### src/rtl/core/dpjq_pkg.sv
`default_nettype none

package dpjq_pkg;

	localparam int QUEUE_DEPTH_DEF = 128;
	localparam int ID_W            = 16;
	localparam int PAGES_W         = 16;
	localparam int ENTRY_W         = ID_W + PAGES_W;

	typedef enum logic [1:0] {
		OP_SUBMIT  = 2'd0,
		OP_PROCESS = 2'd1,
		OP_SEARCH  = 2'd2,
		OP_CANCEL  = 2'd3
	} op_t;

	typedef enum logic [2:0] {
		ST_OK        = 3'd0,
		ST_FULL      = 3'd1,
		ST_EMPTY     = 3'd2,
		ST_NOT_FOUND = 3'd3,
		ST_DUPLICATE = 3'd4
	} status_t;

	typedef enum logic [3:0] {
		S_IDLE = 4'b0001,
		S_SCAN = 4'b0010,
		S_POP  = 4'b0100,
		S_FIN  = 4'b1000
	} state_t;

endpackage

`default_nettype wire

### src/rtl/core/dpjq_ram.sv
`default_nettype none

module dpjq_ram
	import dpjq_pkg::*;
#(
	parameter int WIDTH = ENTRY_W,
	parameter int DEPTH = QUEUE_DEPTH_DEF,
	localparam int AW   = (DEPTH > 1) ? $clog2(DEPTH) : 1
) (
	input  wire logic             clk,
	input  wire logic             we,
	input  wire logic [AW-1:0]    waddr,
	input  wire logic [WIDTH-1:0] wdata,
	input  wire logic [AW-1:0]    raddr,
	output logic      [WIDTH-1:0] rdata
);

	logic [WIDTH-1:0] mem [DEPTH];

	always_ff @(posedge clk) begin
		if (we) begin
			mem[waddr] <= wdata;
		end
		rdata <= mem[raddr];
	end

endmodule

`default_nettype wire

### config.mk
export PLATFORM = sky130hd
export DESIGN_NAME = dpjq_ram
export DESIGN_NICKNAME = d
export VERILOG_FILES = /design/src/rtl/core/dpjq_pkg.sv /design/src/rtl/core/dpjq_ram.sv
export SDC_FILE = /design/constraint.sdc
export NUM_CORES = 2
export LEC_CHECK = 0
export ABC_AREA = 1
export BUFFER_PORTS_ARGS = -buffer_cell sky130_fd_sc_hd__buf_2
export CAP_MARGIN = 5
export CORE_AREA = 5 5 605 607
export CTS_BUF_LIST = sky130_fd_sc_hd__clkbuf_4
export DETAILED_ROUTE_END_ITERATION = 8
export DIE_AREA = 0 0 610 612
export SLEW_MARGIN = 25
export SYNTH_ARGS = -nofsm -noshare
export SYNTH_HDL_FRONTEND = slang
export SYNTH_SLANG_ARGS = --single-unit
### constraint.sdc
create_clock -name clk -period 7 [get_ports clk]
set_input_delay 1.4 -clock clk [delete_from_list [all_inputs] [get_ports clk]]
set_output_delay 1.4 -clock clk [all_outputs]
set_load 0.01 [all_outputs]
**Word-level counts from Yosys, hierarchy flattened**

Memory sizes are Yosys's and may differ from the RTL's. A register that Yosys moved wholly into a read port is not among the register bits.
Cells that the tools add are included.

- Flip-flop bits (word level): 0
- Bits in writable memories: 4096
- Bits of input ports: 48
- Output and inout bits: 32
- Word-level logic and storage cells: 3
- Memories: 1

- Multiplexer cells: 2

Memories:

| name | depth | width | rd ports | clocked after memory_dff | write ports | line | text |
|---|---|---|---|---|---|---|---|
| mem | 128 | 32 | 1 | 1 | 1 | dpjq_ram.sv:18 | `logic [WIDTH-1:0] mem [DEPTH];` |

Operators by type and width:

| operator | number |
|---|---|
| 1-bit two-way mux | 2 |

**Logic depth before layout (Yosys ltp)**

- Depth after elaboration: 2
- Depth in mapped cells: 13
- Mapped depth without buffers: 9

**Least setup slack after synthesis**

No wires, ideal clock.

- Path kind: input to register
- From: in we
- To: mem mem[105][0] in the netlist's numbering, enable pin
- Setup time: 0.421 ns
- Data arrival time: 3.377 ns
- Data required time: 6.579 ns
- Setup slack: 3.202 ns
- Cell stages on the path: 4
- Path buffers: 2
- Cells stage by stage: clkbuf_1 -> nand2_1 -> clkbuf_1 -> nor2_1

- Word-level cells in the longest chain between the ends: 2

RTL lines:

| what | line | text |
|---|---|---|
| from (decl) | dpjq_ram.sv:11 | `input wire logic we,` |
| 1-bit two-way mux | dpjq_ram.sv:21 | `if (we) begin` |
| 1-bit two-way mux (implied by the code) | dpjq_ram.sv:22 | `mem[waddr] <= wdata;` |
| to (decl) | dpjq_ram.sv:18 |  |

No other way between the ends.

**Worst setup path in the final report**

- From: reg rdata[7] (read register of mem)
- To: out rdata[7]

RTL lines:

| what | line | text |
|---|---|---|
| from (decl) | dpjq_ram.sv:15 | `output logic [WIDTH-1:0] rdata` |

No word-level cell between the ends.

==> run_results.csv <==
group,metric,value,unit
outcome,status,"completed",
timing,relSlewSlack,0.127,
critical_path,critPathMaxFanout,1,
routing,drc,0,
place,dpl.hpwl,272000,µm
timing,fin_ws,3060,ps
layout,drive_above_1_share,0.151,
routing,wire_per_inst,25.8,µm
logic_synthesis,yosysSeqAreaShare,0.751,
clock_tree,cts_setup_buffers,0,
global_route,grt-ovfl-total,0,
layout,fin_nets,14100,
worst_hold_path,min_path_type,"primary input to flip-flop",
place,gp_congestion,0.879,
clock_tree,cts_tree,"done",
timing,finalSetupViolations,0,
logic_synthesis,post-synth-top-area-cell,"edfxtp_1",
logic_synthesis,syn_avg_cell_area,12.3,µm²
clock_tree,ctsLongestPathBuffers,5,
die,start_util,0.457,
timing,tightest_slew,1310,ps
clock_tree,cts_max_level,7,
layout,final_area,184000,µm²
routing,routed_via_density,5.68,
routing,ant_nets,0,
critical_path,required,5600,ps
logic_synthesis,syn-instance-count,13400,
die,die-width,610,µm
place,place_area,171000,µm²
power,power.density,277,nW/µm²
global_route,grt_pass1_vias,106000,
routing,met3_length,52700,µm
logic_synthesis,yosysWarnings,0,
critical_path,crit_family,"flip-flops",
clock_tree,clk_latency,1710,ps
power,p_leak,65.0,nW
clock_tree,cts_sinks,4128,
layout,finalNonFillerCells,19500,
logic_synthesis,synthTopCellsByCount,"nand2_1 (4151), edfxtp_1 (4096), nand3_1 (4035)",
critical_path,end_kind,"output pin",
logic_synthesis,synth-seq-cells,4128,
logic_synthesis,ys_types,15,
logic_synthesis,syn_nets,13400,
routing,drt_first_pass_iters,6,
power,ir_drop,0.000171,V
routing,drt_iter0_drc,14100,
critical_path,path_cells,"buf_2",
timing,finClkSkew,127,ps
logic_synthesis,synth_edf_count,4096,
routing,m1WireLength,203000,µm
routing,drt-total-wl,503000,µm
timing,fmax,254,MHz
global_route,antenna_found_initial,40,
place,dp_cells,17700,
timing,final_hold_viol_count,0,
logic_synthesis,synth_area,165000,µm²
critical_path,critPathKind,"flip-flop to output pin",
critical_path,startpoint_type,"flip-flop",
timing,finalCritPeriodShare,0.562,
timing,tns,0,ps
die,num_rows,221,
place,post-place-ws,2000,ps
routing,wl_met2,228000,µm
global_route,grt_use_total,0.266,
place,portBuffers,79,
timing,fin_hold_ws,177,ps
global_route,grt_first_pass_wirelength,723000,µm
global_route,grt_max_degree,169,
die,dieArea,373000,µm²
timing,drv_slew,0,
logic_synthesis,synthTopCellsByArea,"edfxtp_1 (75%), nand3_1 (12%), nand2_1 (9.5%), buf_2 (1.8%), buf_4 (0.39%)",
critical_path,crit_slowest_cell,"dfxtp_1",
critical_path,arrival,2540,ps
logic_synthesis,synth-main-ff-cell,"edfxtp_1",
timing,rsz0062_at_grt,"false",
die,coreArea,361000,µm²
die,io_pins,80,
critical_path,cp_num_buf_inv,1,
critical_path,critPathMaxStageDelay,670,ps
clock_tree,clkTransAtPathRegs,60,ps
routing,routed.top_layer,"met5",
routing,dr_total_vias,111000,
timing,layout_min_cycle_time,3940,ps
clock_tree,ctsHoldBuffers,0,
logic_synthesis,yosys.area.top_type_share,0.747,
layout,area_growth,12.0,%
logic_synthesis,synth_most_common_cell,"nand2_1",
job,max_cap_viol_count,0,
clock_tree,cts_resized,0,
clock_tree,clockRootBuffer,"clkbuf_4",
layout,nFillCells,31100,
clock_tree,numCtsBuffers,1135,
die,fp.dieH,612,µm
logic_synthesis,synth-async-reset-ratio,0,
placed cells by master, fill, tap and decap left out, types with 8 or more instances in the layout:
| master | count |
|---|---|
| nand3_1 | 4035 |
| bufinv_16 | 11 |
| buf_4 | 253 |
| clkinv_1 | 112 |
| buf_16 | 29 |
| dfxtp_1 | 32 |
| buf_2 | 41 |
| clkbuf_4 | 1622 |
| diode_2 | 33 |
| nor2_4 | 128 |
| inv_2 | 25 |
| nor3_1 | 8 |
| nand2_1 | 4142 |
| edfxtp_1 | 4096 |
| clkinv_2 | 15 |
| nand2_2 | 9 |
| buf_12 | 56 |
| inv_1 | 18 |
power by group:
part / switching, mW / internal (mW)
registers: 0.0926 / 27.3
logic: 2.57 / 0.699
clock network: 9.52 / 10.9
total: 12.2 / 38.9
metrics by stage:
| stage | util | total power [mW] |
|---|---|---|
| floorplan | - | 29.5 |
| global placement | 0.472 | 31.1 |
| detailed placement | 0.474 | 31.1 |
| CTS | 0.511 | 51.4 |
| global route | 0.511 | 53.1 |
| finish | 0.512 | 51.1 |
sequential cells by signal, summed over array words and instances, names as in the netlist:
name / cells
mem: 4096
rdata: 32
worst register-to-register path, cell delays in order (launching register included):
cell and delay (ps):
edfxtp_1 320, nand2_1 50, nand3_1 100, nand3_1 110, nand3_1 160, nand3_1 380, nand3_1 380, nand3_1 440
nand2_1 190
routing by layer:
metal / up-vias / track usage
li1: 49800 / -
met1: 54200 / 0.367
met2: 5872 / 0.399
met3: 773 / 0.0713
met4: 10 / 0.120
met5: - / 0
cells by family after synthesis:
group                  count (synthesis)  share of synthesized area
buffers and inverters                933                     0.0284
flip-flops                          4128                      0.751
AND/OR/NAND/NOR                     8328                      0.221
path summary, 6_finish.rpt:
path / startpoint / end / slack, ps / cells after the start
setup / recovery: rdata[7] / rdata[7] / 3060 / 1
hold / removal: wdata[26] / mem[67][26] / 180 / 1
setup reg to reg: mem[59][28] / rdata[28] / 4820 / 8
hold reg to reg: mem[38][30] / rdata[30] / 810 / 8
area by class of cell:
class | instances | area (µm²) | area share
Timing Repair Buffer | 389 | 4150 | 0.0225
Antenna cell | 33 | 82.6 | 0.000448
Tap cell | 4794 | 6000 | 0.0325
Sequential cell | 4128 | 124000 | 0.670
Inverter | 24 | 143 | 0.000773
Clock inverter | 166 | 950 | 0.00515
Clock buffer | 1622 | 12200 | 0.0660
Multi-Input combinational cell | 8328 | 37300 | 0.202
Note: power is estimated with default switching activity, not from simulation.
